$ cat src/rtl/ema_deadband_bang_bang_ctrl_core_macros.svh
// ----------------------------------------------------------------------------
// Assertion macros for the EMA deadband bang-bang controller.
// The macros expect signals named clk and arst_n in the module that uses them.
// ----------------------------------------------------------------------------
`ifndef EMA_DEADBAND_BANG_BANG_CTRL_CORE_MACROS_SVH
`define EMA_DEADBAND_BANG_BANG_CTRL_CORE_MACROS_SVH

`ifndef SYNTHESIS

// The consequent must hold in the same cycle as the antecedent.
`define EBB_ASSERT_IMP(lbl, ante, cons) \
	lbl: assert property (@(posedge clk) disable iff (!arst_n) (ante) |-> (cons)) \
		else $error("ebb assertion failed");

// The consequent must hold in the cycle after the antecedent.
`define EBB_ASSERT_NXT(lbl, ante, cons) \
	lbl: assert property (@(posedge clk) disable iff (!arst_n) (ante) |=> (cons)) \
		else $error("ebb assertion failed");

`else

`define EBB_ASSERT_IMP(lbl, ante, cons)
`define EBB_ASSERT_NXT(lbl, ante, cons)

`endif

`endif

$ cat src/rtl/ebb_pkg.sv
// ----------------------------------------------------------------------------
// ebb_pkg
// Shared widths, register indexes, drive codes and bundles of the controller.
// ----------------------------------------------------------------------------
`timescale 1ns / 1ps
`default_nettype none

package ebb_pkg;

	localparam int DIST_BITS  = 13;
	localparam int FRAC_BITS  = 8;
	localparam int FILT_BITS  = DIST_BITS + FRAC_BITS;

	// Filter weight is always Q8, independent of the distance fraction.
	localparam int ALPHA_FRAC = 8;
	localparam int ALPHA_BITS = ALPHA_FRAC + 1;
	localparam logic [ALPHA_BITS-1:0] ALPHA_ONE = ALPHA_BITS'(1) << ALPHA_FRAC;

	localparam int PROD_BITS  = FILT_BITS + ALPHA_BITS;
	localparam int SUM_BITS   = PROD_BITS + 1;

	localparam int STAT_BITS  = 4;
	localparam int DB_BITS    = 8;
	localparam int CNT_BITS   = 8;
	localparam int DUTY_BITS  = 8;
	localparam int DIR_BITS   = 2;

	localparam int CFG_IDX_BITS  = 3;
	localparam int CFG_DATA_BITS = ALPHA_BITS;

	localparam logic [CFG_IDX_BITS-1:0] REG_ALPHA    = 3'd0;
	localparam logic [CFG_IDX_BITS-1:0] REG_DEADBAND = 3'd1;
	localparam logic [CFG_IDX_BITS-1:0] REG_PRIME    = 3'd2;
	localparam logic [CFG_IDX_BITS-1:0] REG_INVALID  = 3'd3;
	localparam logic [CFG_IDX_BITS-1:0] REG_DUTY     = 3'd4;

	localparam logic [ALPHA_BITS-1:0] RST_ALPHA    = 9'd102;
	localparam logic [DB_BITS-1:0]    RST_DEADBAND = 8'd5;
	localparam logic [CNT_BITS-1:0]   RST_PRIME    = 8'd20;
	localparam logic [STAT_BITS-1:0]  RST_INVALID  = 4'd4;
	localparam logic [DUTY_BITS-1:0]  RST_DUTY     = 8'd255;

	localparam logic [CNT_BITS-1:0]   CNT_MAX      = {CNT_BITS{1'b1}};

	localparam logic [DIR_BITS-1:0] DIR_STOP = 2'd0;
	localparam logic [DIR_BITS-1:0] DIR_FWD  = 2'd1;
	localparam logic [DIR_BITS-1:0] DIR_REV  = 2'd2;

	typedef struct packed {
		logic [ALPHA_BITS-1:0] alpha_q8;
		logic [DB_BITS-1:0]    deadband_mm;
		logic [CNT_BITS-1:0]   prime_count;
		logic [STAT_BITS-1:0]  invalid_code;
		logic [DUTY_BITS-1:0]  drive_duty;
	} cfg_t;

	typedef struct packed {
		logic [DIR_BITS-1:0]  direction;
		logic [DUTY_BITS-1:0] duty;
		logic [DIST_BITS-1:0] filtered_mm;
		logic [DIST_BITS-1:0] target_mm;
		logic                 locked;
	} res_t;

endpackage

`default_nettype wire

$ cat src/rtl/ebb_ifs.sv
// ----------------------------------------------------------------------------
// ebb channel interfaces
// Sample, result and configuration channels with valid/ready handshakes.
// ----------------------------------------------------------------------------
`timescale 1ns / 1ps
`default_nettype none

interface ebb_sample_if;
	logic                           valid;
	logic                           ready;
	logic [ebb_pkg::DIST_BITS-1:0]  distance_mm;
	logic [ebb_pkg::STAT_BITS-1:0]  range_status;

	modport source (output valid, output distance_mm, output range_status, input ready);
	modport sink   (input valid, input distance_mm, input range_status, output ready);
endinterface

interface ebb_result_if;
	logic                           valid;
	logic                           ready;
	logic [ebb_pkg::DIR_BITS-1:0]   direction;
	logic [ebb_pkg::DUTY_BITS-1:0]  duty;
	logic [ebb_pkg::DIST_BITS-1:0]  filtered_mm;
	logic [ebb_pkg::DIST_BITS-1:0]  target_mm;
	logic                           locked;

	modport source (output valid, output direction, output duty, output filtered_mm,
		output target_mm, output locked, input ready);
	modport sink   (input valid, input direction, input duty, input filtered_mm,
		input target_mm, input locked, output ready);
endinterface

interface ebb_cfg_if;
	logic                              valid;
	logic                              ready;
	logic [ebb_pkg::CFG_IDX_BITS-1:0]  index;
	logic [ebb_pkg::CFG_DATA_BITS-1:0] data;

	modport source (output valid, output index, output data, input ready);
	modport sink   (input valid, input index, input data, output ready);
endinterface

`default_nettype wire

$ cat src/rtl/ebb_cfg_regs.sv
// ----------------------------------------------------------------------------
// ebb_cfg_regs
// Configuration register file, written one register per request.
// ----------------------------------------------------------------------------
`timescale 1ns / 1ps
`default_nettype none

module ebb_cfg_regs (
	input  wire logic                              clk,
	input  wire logic                              arst_n,
	input  wire logic                              wr_en,
	input  wire logic [ebb_pkg::CFG_IDX_BITS-1:0]  wr_idx,
	input  wire logic [ebb_pkg::CFG_DATA_BITS-1:0] wr_data,
	output ebb_pkg::cfg_t                          cfg
);
	import ebb_pkg::*;

	cfg_t cfg_q;

	always_ff @(posedge clk or negedge arst_n) begin
		if (!arst_n) begin
			cfg_q.alpha_q8     <= RST_ALPHA;
			cfg_q.deadband_mm  <= RST_DEADBAND;
			cfg_q.prime_count  <= RST_PRIME;
			cfg_q.invalid_code <= RST_INVALID;
			cfg_q.drive_duty   <= RST_DUTY;
		end else if (wr_en) begin
			case (wr_idx)
				REG_ALPHA:    cfg_q.alpha_q8     <= wr_data[ALPHA_BITS-1:0];
				REG_DEADBAND: cfg_q.deadband_mm  <= wr_data[DB_BITS-1:0];
				REG_PRIME:    cfg_q.prime_count  <= wr_data[CNT_BITS-1:0];
				REG_INVALID:  cfg_q.invalid_code <= wr_data[STAT_BITS-1:0];
				REG_DUTY:     cfg_q.drive_duty   <= wr_data[DUTY_BITS-1:0];
				default: ;
			endcase
		end
	end

	assign cfg = cfg_q;

endmodule

`default_nettype wire

$ cat src/rtl/ebb_loop.sv
// ----------------------------------------------------------------------------
// ebb_loop
// Filter, priming and setpoint state with the combinational update and decision.
// ----------------------------------------------------------------------------
`timescale 1ns / 1ps
`default_nettype none

module ebb_loop (
	input  wire logic                          clk,
	input  wire logic                          arst_n,
	input  wire logic                          step,
	input  wire logic [ebb_pkg::DIST_BITS-1:0] raw,
	input  wire logic [ebb_pkg::STAT_BITS-1:0] status,
	input  ebb_pkg::cfg_t                      cfg,
	output ebb_pkg::res_t                      res
);
	import ebb_pkg::*;

	logic [FILT_BITS-1:0]  filter_q;
	logic [FILT_BITS-1:0]  target_q;
	logic [CNT_BITS-1:0]   prime_cnt_q;
	logic                  lock_q;

	logic                  smp_ok;
	logic [ALPHA_BITS-1:0] a_sat;
	logic [ALPHA_BITS-1:0] a_rem;
	logic [FILT_BITS-1:0]  scaled;
	logic [PROD_BITS-1:0]  p_new;
	logic [PROD_BITS-1:0]  p_old;
	logic [SUM_BITS-1:0]   sum;
	logic [FILT_BITS-1:0]  f_upd;
	logic [FILT_BITS-1:0]  f_nxt;
	logic [FILT_BITS-1:0]  t_nxt;
	logic [CNT_BITS-1:0]   cnt_inc;
	logic [CNT_BITS-1:0]   need;
	logic                  lock_nxt;
	logic [FILT_BITS-1:0]  band;
	logic [FILT_BITS-1:0]  err_mag;
	logic                  above;
	logic [DIR_BITS-1:0]   dir;

	assign smp_ok = (status != cfg.invalid_code);
	assign a_sat  = (cfg.alpha_q8 > ALPHA_ONE) ? ALPHA_ONE : cfg.alpha_q8;
	assign a_rem  = ALPHA_ONE - a_sat;
	assign scaled = {raw, {FRAC_BITS{1'b0}}};
	assign p_new  = PROD_BITS'(a_sat) * PROD_BITS'(scaled);
	assign p_old  = PROD_BITS'(a_rem) * PROD_BITS'(filter_q);
	assign sum    = SUM_BITS'(p_new) + SUM_BITS'(p_old);
	assign f_upd  = sum[ALPHA_FRAC +: FILT_BITS];

	assign cnt_inc = (prime_cnt_q == CNT_MAX) ? prime_cnt_q : prime_cnt_q + 1'b1;
	assign need    = (cfg.prime_count == '0) ? CNT_BITS'(1) : cfg.prime_count;

	always_comb begin
		f_nxt    = filter_q;
		t_nxt    = target_q;
		lock_nxt = lock_q;
		if (!lock_q) begin
			// Seeding an empty filter with the raw sample and then blending it
			// with itself leaves exactly the scaled raw value.
			if (smp_ok) begin
				f_nxt = (filter_q == '0) ? scaled : f_upd;
			end
			if (cnt_inc >= need) begin
				t_nxt    = f_nxt;
				lock_nxt = 1'b1;
			end
		end else if (smp_ok) begin
			f_nxt = f_upd;
		end
	end

	assign band    = FILT_BITS'({cfg.deadband_mm, {FRAC_BITS{1'b0}}});
	assign above   = (f_nxt > target_q);
	assign err_mag = above ? (f_nxt - target_q) : (target_q - f_nxt);

	always_comb begin
		dir = DIR_STOP;
		if (lock_q && smp_ok && (err_mag > band)) begin
			dir = above ? DIR_FWD : DIR_REV;
		end
	end

	always_ff @(posedge clk or negedge arst_n) begin
		if (!arst_n) begin
			filter_q    <= '0;
			target_q    <= '0;
			prime_cnt_q <= '0;
			lock_q      <= 1'b0;
		end else if (step) begin
			filter_q <= f_nxt;
			target_q <= t_nxt;
			lock_q   <= lock_nxt;
			if (!lock_q) begin
				prime_cnt_q <= cnt_inc;
			end
		end
	end

	assign res.direction   = dir;
	assign res.duty        = (dir == DIR_STOP) ? '0 : cfg.drive_duty;
	assign res.filtered_mm = f_nxt[FILT_BITS-1 -: DIST_BITS];
	assign res.target_mm   = lock_nxt ? t_nxt[FILT_BITS-1 -: DIST_BITS] : '0;
	assign res.locked      = lock_nxt;

endmodule

`default_nettype wire

$ cat src/rtl/ema_deadband_bang_bang_ctrl_core.sv
// ----------------------------------------------------------------------------
// ema_deadband_bang_bang_ctrl_core
// Range-sample EMA filter with priming, setpoint lock and deadband drive.
// ----------------------------------------------------------------------------
//  channel | role   | payload                                          | handshake
//  sample  | sink   | distance_mm, range_status                        | valid/ready
//  result  | source | direction, duty, filtered_mm, target_mm, locked  | valid/ready
//  cfg     | sink   | index, data                                      | valid/ready
//
//  One request per cycle is sustained while the result is not stalled; each
//  sample passes the input register and then the result register. The filter
//  state loop is combinational, through two 9 x 21 multipliers and an adder.
//  Reset clears the filter state and loads the register defaults.
//  A stalled result holds the input register; a new request is still taken
//  whenever the input register is empty or moves on in the same cycle.
//  Configuration writes are taken every cycle.
// ----------------------------------------------------------------------------
`timescale 1ns / 1ps
`default_nettype none

`include "ema_deadband_bang_bang_ctrl_core_macros.svh"

module ema_deadband_bang_bang_ctrl_core (
	input  wire logic    clk,
	input  wire logic    arst_n,
	ebb_sample_if.sink   sample,
	ebb_result_if.source result,
	ebb_cfg_if.sink      cfg
);
	import ebb_pkg::*;

	cfg_t                 cfg_cur;
	res_t                 res_nxt;
	res_t                 res_q;
	logic                 out_vld_q;
	logic                 vld_s1;
	logic [DIST_BITS-1:0] dist_s1;
	logic [STAT_BITS-1:0] stat_s1;
	logic                 advance;
	logic                 take;

	assign cfg.ready = 1'b1;

	ebb_cfg_regs u_cfg (
		.clk     (clk),
		.arst_n  (arst_n),
		.wr_en   (cfg.valid),
		.wr_idx  (cfg.index),
		.wr_data (cfg.data),
		.cfg     (cfg_cur)
	);

	assign advance      = vld_s1 && (!out_vld_q || result.ready);
	assign take         = sample.valid && sample.ready;
	assign sample.ready = !vld_s1 || advance;

	always_ff @(posedge clk or negedge arst_n) begin
		if (!arst_n) begin
			vld_s1 <= 1'b0;
		end else if (sample.ready) begin
			vld_s1 <= sample.valid;
		end
	end

	always_ff @(posedge clk) begin
		if (take) begin
			dist_s1 <= sample.distance_mm;
			stat_s1 <= sample.range_status;
		end
	end

	ebb_loop u_loop (
		.clk    (clk),
		.arst_n (arst_n),
		.step   (advance),
		.raw    (dist_s1),
		.status (stat_s1),
		.cfg    (cfg_cur),
		.res    (res_nxt)
	);

	always_ff @(posedge clk or negedge arst_n) begin
		if (!arst_n) begin
			out_vld_q <= 1'b0;
		end else if (advance) begin
			out_vld_q <= 1'b1;
		end else if (result.ready) begin
			out_vld_q <= 1'b0;
		end
	end

	always_ff @(posedge clk) begin
		if (advance) begin
			res_q <= res_nxt;
		end
	end

	assign result.valid       = out_vld_q;
	assign result.direction   = res_q.direction;
	assign result.duty        = res_q.duty;
	assign result.filtered_mm = res_q.filtered_mm;
	assign result.target_mm   = res_q.target_mm;
	assign result.locked      = res_q.locked;

	// A processed item always shows up as a pending result.
	`EBB_ASSERT_NXT(a_adv_gives_result, advance, out_vld_q)
	// A held input item is not lost while the output is stalled.
	`EBB_ASSERT_NXT(a_s1_held, vld_s1 && !advance, vld_s1)
	// The motor only drives once the setpoint is locked.
	`EBB_ASSERT_IMP(a_drive_needs_lock, out_vld_q && (res_q.direction != DIR_STOP), res_q.locked)
	// Before lock there is no setpoint to report.
	`EBB_ASSERT_IMP(a_no_target_unlocked, out_vld_q && !res_q.locked, res_q.target_mm == '0)

endmodule

`default_nettype wire
$ cat src/flat_wrapper.sv
// flat-port wrapper written by rule: the top's interface ports become plain ports
module ema_deadband_bang_bang_ctrl_core_flat import ebb_pkg::*;
  (clk, arst_n, sample_valid, sample_distance_mm, sample_range_status, sample_ready, result_valid, result_direction, result_duty, result_filtered_mm, result_target_mm, result_locked, result_ready, cfg_valid, cfg_index, cfg_data, cfg_ready);
  ebb_sample_if sample_i ();
  ebb_result_if result_i ();
  ebb_cfg_if cfg_i ();
  input  wire logic clk;
  input  wire logic arst_n;
  input wire logic [$bits(sample_i.valid)-1:0] sample_valid;
  input wire logic [$bits(sample_i.distance_mm)-1:0] sample_distance_mm;
  input wire logic [$bits(sample_i.range_status)-1:0] sample_range_status;
  output wire logic [$bits(sample_i.ready)-1:0] sample_ready;
  output wire logic [$bits(result_i.valid)-1:0] result_valid;
  output wire logic [$bits(result_i.direction)-1:0] result_direction;
  output wire logic [$bits(result_i.duty)-1:0] result_duty;
  output wire logic [$bits(result_i.filtered_mm)-1:0] result_filtered_mm;
  output wire logic [$bits(result_i.target_mm)-1:0] result_target_mm;
  output wire logic [$bits(result_i.locked)-1:0] result_locked;
  input wire logic [$bits(result_i.ready)-1:0] result_ready;
  input wire logic [$bits(cfg_i.valid)-1:0] cfg_valid;
  input wire logic [$bits(cfg_i.index)-1:0] cfg_index;
  input wire logic [$bits(cfg_i.data)-1:0] cfg_data;
  output wire logic [$bits(cfg_i.ready)-1:0] cfg_ready;
  assign sample_i.valid = sample_valid;
  assign sample_i.distance_mm = sample_distance_mm;
  assign sample_i.range_status = sample_range_status;
  assign sample_ready = sample_i.ready;
  assign result_valid = result_i.valid;
  assign result_direction = result_i.direction;
  assign result_duty = result_i.duty;
  assign result_filtered_mm = result_i.filtered_mm;
  assign result_target_mm = result_i.target_mm;
  assign result_locked = result_i.locked;
  assign result_i.ready = result_ready;
  assign cfg_i.valid = cfg_valid;
  assign cfg_i.index = cfg_index;
  assign cfg_i.data = cfg_data;
  assign cfg_ready = cfg_i.ready;
  ema_deadband_bang_bang_ctrl_core u_core (.clk(clk), .arst_n(arst_n), .sample(sample_i), .result(result_i), .cfg(cfg_i));
endmodule
$ cat config.mk
export PLATFORM = sky130hd
export DESIGN_NAME = ema_deadband_bang_bang_ctrl_core_flat
export DESIGN_NICKNAME = d
export VERILOG_FILES = /design/src/rtl/ebb_pkg.sv /design/src/rtl/ebb_ifs.sv /design/src/rtl/ebb_cfg_regs.sv /design/src/rtl/ebb_loop.sv /design/src/rtl/ema_deadband_bang_bang_ctrl_core.sv /design/src/flat_wrapper.sv
export VERILOG_INCLUDE_DIRS = /design/src /design/src/rtl
export SDC_FILE = /design/constraint.sdc
export NUM_CORES = 1
export LEC_CHECK = 0
export ABC_AREA = 1
export BUFFER_PORTS_ARGS = -buffer_cell sky130_fd_sc_hd__clkbuf_2
export CORE_ASPECT_RATIO = 1.25
export CORE_MARGIN = 2
export CORE_UTILIZATION = 40
export DETAILED_ROUTE_END_ITERATION = 6
export PLACE_DENSITY = 0.59
export SLEW_MARGIN = 10
export SYNTH_ARGS = -nofsm -noshare
export SYNTH_HDL_FRONTEND = slang
export SYNTH_SLANG_ARGS = --single-unit
$ cat constraint.sdc
create_clock -name clk -period 13 [get_ports clk]
set_input_delay 1.3 -clock clk [delete_from_list [all_inputs] [get_ports clk]]
set_output_delay 1.3 -clock clk [all_outputs]
set_load 0.005 [all_outputs]
=== Word-level counts from Yosys, hierarchy flattened ===
Index checks and enable logic that the tools add are counted.

* Magnitude comparators: 4
* Bitwise gates (word level): 1
* Reductions and logical operators: 20
* $add $sub $neg: 5
* Multiply operators: 2
* Muxes and demuxes: 16
* Eq/ne operators: 6

{| class="wikitable"
|+ Operators with widths
! cell !! count
|-
| $mux W21 || 7
|-
| $sub A21 B21 Y21 || 2
|-
| $add A29 B29 Y29 || 1
|-
| $mul A9 B21 Y29 || 1
|-
| $gt A21 B16 Y1 || 1
|-
| $gt A21 B21 Y1 || 1
|-
| $logic_not A21 Y1 || 1
|-
| $mul A9 B13 Y21 || 1
|-
| $mux W8 || 2
|-
| $reduce_and A2 Y1 || 6
|-
| $gt A9 B9 Y1 const B || 1
|-
| $mux W9 || 1
|-
| $sub A9 B9 Y9 const A || 1
|-
| $add A8 B1 Y8 const B || 1
|-
| $eq A8 B8 Y1 const B || 1
|-
| $ge A8 B8 Y1 || 1
|-
| $logic_not A8 Y1 || 1
|-
| $eq A3 B2 Y1 const B || 2
|-
| $logic_and A1 B1 Y1 || 4
|-
| $mux W1 || 4
|-
| $mux W2 || 2
|-
| $ne A4 B4 Y1 || 1
|-
| $eq A3 B1 Y1 const B || 1
|-
| $eq A3 B3 Y1 const B || 1
|-
| other kinds (7) || 9
|}

* Input bits: 34
* Output and inout bits: 40
* Register bits: 144

=== Depth between registers and ports, before layout ===
* Word-level depth: 14
* Mapped depth: 63
* Depth with buffers taken out: 59

=== Cells and area by module ===
A second synthesis with hierarchy kept.

* Cell total of the unflattened synthesis: 2696
* Area, all modules: 19821.5 µm²

{| class="wikitable"
|+ By module, submodules not included
! module !! cells each !! times used !! area an instance (µm²)
|-
| ebb_loop || 2460 || 1 || 16532.1
|-
| ema_deadband_bang_bang_ctrl_core || 68 || 1 || 1727.9
|-
| ebb_cfg_regs || 168 || 1 || 1561.5
|}

=== Least setup slack after synthesis ===
OpenSTA, ideal clock, no wires.

* Path type: reg-to-reg
* Start point: register u_core.u_cfg.cfg_q (netlist bit u_core.u_cfg.cfg[36])
* End point: register u_core.res_q (netlist bit u_core.result.direction[0]), data pin
* Stages on the path, launching flop included: 62
* Path buffers: 5
* Period minus slack after synthesis: 10156 ps
* Data required time: 12743 ps
* Slack: 2844 ps
* Setup time: 257 ps
* Data arrival time: 9899 ps
* Cells stage by stage: dfrtp_1 > buf_4 > inv_4 > nand2_2 > inv_1 > buf_2 > buf_1 > nand2_1 > fa_1 > inv_1 > fa_1 > inv_1 > fa_1 > fa_1 > inv_1 > ha_1 > nand2_1 > nor2_1 > [26 not listed] > nand2_1 > nand2_1 > a21oi_1 > nand3_4 > nand2_4 > buf_6 > buf_2 > nor2_1 > o22ai_1 > xnor2_1 > inv_1 > ha_1 > nand2_1 > or3_1 > nor3_2 > nand2_1 > nand3_4 > nor2_2

{| class="wikitable"
|+ RTL lines
! element !! line !! source
|-
| from (decl) || ebb_cfg_regs.sv:18 || <nowiki>cfg_t cfg_q;</nowiki>
|-
| to (signal assigned) || ema_deadband_bang_bang_ctrl_core.sv:94 || <nowiki>res_q <= res_nxt;</nowiki>
|-
| to (decl) || ema_deadband_bang_bang_ctrl_core.sv:34 || <nowiki>res_t res_q;</nowiki>
|}

==> metrics.txt <==
Mapped Cells around 2.7k; Post-CTS Setup Bufs 0; Avg Cell Area, Syn ~7.4 µm²; Final WS setup a little under 1000 ps; final slew viol count 0; slowest CP cell dfrtp_1; Critical Path Stages 53; Post-Route WL roughly 62000 µm; Period minus WS final between 10000 and 15000 ps; Tcrit/Tclk final 92.6%; Synth Flop Type dfrtp_1; starting DRC count in detailed routing 1201; worst setup path endpoint u_core.result.duty[7]; depth of the most critical reg-to-reg path 53; Worst-Margin Slew 1160 ps; HP Start u_core.u_cfg.cfg[22]; CP Launch Point u_core.u_cfg.cfg[36]; dominant delay contributor by cell family on the critical path simple AND/OR/NAND/NOR gates; Max Fclk around 83 MHz; placed cell area a little over 20000 µm²; Total GRT Usage between 20% and 30%; Via-to-Cell Ratio between 5 and 6; first-pass iteration count of the detailed router 6; setup TNS 0 ps; GP Congestion a little under 1; Layout Area Growth over Synthesis 7.86%; r2r setup slk between 900 and 1000 ps; first-pass GRT wire length between 90000 and 100000 µm; CP Capture Type flop; Detail Route Antenna Nets 0; # diodes 0; clock latency on the worst-skew pair 460 ps; largest net degree at the start of global routing 67; HPWL after DPL about 52000 µm; critical path class reg -> reg; run status finished, final reports clean; worst path arrival time roughly 12000 ps; end of the worst register-to-register path u_core.result.duty[7]; most frequent CP cell nand2_1; Yosys reg bits between 100 and 150; unrepaired setup endpoints after global routing no; synth unique cells 54; layout cells sized above 1 under 10%; pre-CTS setup slack 1050 ps; max cap viols 0; critical path's largest stage delay ~750 ps; Post-Synthesis Cell Area between 15000 and 20000 µm²; drt wl/cell approximately 18 µm; Residual DRC 0; die height approximately 250 µm; Buffers on Ports 72; number of global-route vias before repair between 15k and 20k; Slew HR between 20% and 30%; die area approximately 51000 µm²; design area about 21000 µm²; syn_nets a little over 3k; Worst Hold Class reg -> reg; die width approximately 200 µm; Worst Skew approximately 16 ps; CTS buffer count 17; Worst Path Buf+Inv 6; CTS tree built; CTS sink count between 100 and 150; vias 17.1k; Worst EP required approximately 13000 ps; starting density of the core 40.6%; Layout fillers 5061; CTS clk-pin slew, worst paths approximately 70 ps; commonest cells after routing, fill and taps aside 738 x nand2_1, 566 x inv_1, 249 x nor2_1, 231 x fa_1, 145 x ha_1; Startpoint Class flop; IO Pins between 70 and 80; H-Tree Depth 4; Post-synth EDFFs 54; CP Max Fanout 25; root buf cell clkbuf_16; # rows 90; register area share after synthesis around a fifth; Final Setup Violations 0; r2r startpoint u_core.u_cfg.cfg[36]; post-CTS sizing 0; commonest non-fill, non-tap cell in the layout nand2_1; initial antenna violation count 0; total core area ~48000 µm²; CTS Buffer Depth 2; Layout Nets roughly 3.1k; ys async rst share between 60 and 70%; hold-fix buffers at CTS 0; Yosys warning count 0; Final Hold Fails 0; grt total ovfl 0
## sequential cells by signal, indices dropped and copies added (netlist names), 2 cells and up
name	cells
u_core.stat_s1	4
u_core.result.filtered_mm	13
u_core.dist_s1	13
u_core.result.direction	2
u_core.u_loop.prime_cnt_q	8
u_core.u_loop.filter_q	21
u_core.u_loop.target_q	21
u_core.result.duty	8
u_core.u_cfg.cfg	37
u_core.result.target_mm	13
## kinds of logic (layout without fill, tap and decap cells)
group	after synthesis	count (layout)	synth area share, %
and+or+nand+nor	1188	1188	25.1
DFF	144	144	19.8
other	1	1	0.0191
buffers and inverters	647	698	12.7
AOI/OAI and AO/OA	254	254	7.06
adders and majority gates	376	376	32.7
xor gates and xnor gates	54	54	2.40
muxes	4	4	0.204
## area by class of cell
class	instances	area, µm²	area share [%]
Tap cell	644	806	3.80
Sequential cell	144	3890	18.4
Clock buffer	17	425	2.01
Timing Repair Buffer	83	445	2.10
Clock inverter	15	165	0.778
Inverter	583	2190	10.3
Multi-Input combinational cell	1877	13300	62.6
## worst min-delay path: cells and delay by family (launching register included)
| kind | cells | cell delay, ps |
|---|---|---|
| AO/OA/AOI/OAI | 1 | 60 |
| flip-flops | 1 | 370 |
| AND/OR/NAND/NOR | 1 | 50 |
## worst min path at each step
stage | to | slack, ps | depth (start not counted)
detailed placement | u_core.u_cfg.cfg[24] | 470 | 2
CTS | u_core.u_cfg.cfg[24] | 490 | 2
global placement | u_core.u_cfg.cfg[12] | 470 | 2
floorplan | u_core.u_cfg.cfg[17] | 450 | 2
finish | u_core.u_cfg.cfg[22] | 490 | 2
global route | u_core.u_cfg.cfg[5] | 500 | 2
## per-layer routing
layer / track usage [%] / up-vias / wire length [µm]
met5: 0 / - / 0
met4: 9.24 / 0 / 2220
met3: 2.45 / 123 / 2410
met2: 46.4 / 493 / 32300
met1: 30.0 / 8347 / 25000
li1: - / 8132 / -
## cells in the mapped netlist, drive strengths merged (3+ instances only)
master,instances,area [µm²]
nand2,763,2940
inv,578,2170
nor2,270,1100
fa,231,4620
ha,145,1810
o21ai,112,564
nand3,94,510
a21oi,91,455
dfrtp,73,1830
edfxtp,54,1620
clkbuf,41,155
xor2,35,307
nand4,27,184
buf,23,140
xnor2,19,166
dfstp,17,447
a31oi,15,93.8
nor3,14,75.1
a21o,12,90.1
o21bai,10,75.1
nand3b,7,52.6
or2,6,37.5
clkinv,5,18.8
mux2i,4,40.0
nor4,4,25.0
o21a,3,22.5
o221ai,3,26.3
o22ai,3,18.8
## metrics by stage
| step | instances | util [%] | hold slack, ps |
|---|---|---|---|
| final | 3363 | 43.8 | 489 |
| after global routing | 3363 | 43.8 | 504 |
| after CTS | 3363 | 43.8 | 492 |
| after detailed placement | 3331 | 42.6 | 475 |
| after global placement | 3331 | 42.6 | 467 |
| after floorplan | 2668 | - | 453 |
Power is left out: the tool's default activity adds up to more than one toggle a clock period on the data nets, which glitch-free logic cannot reach.
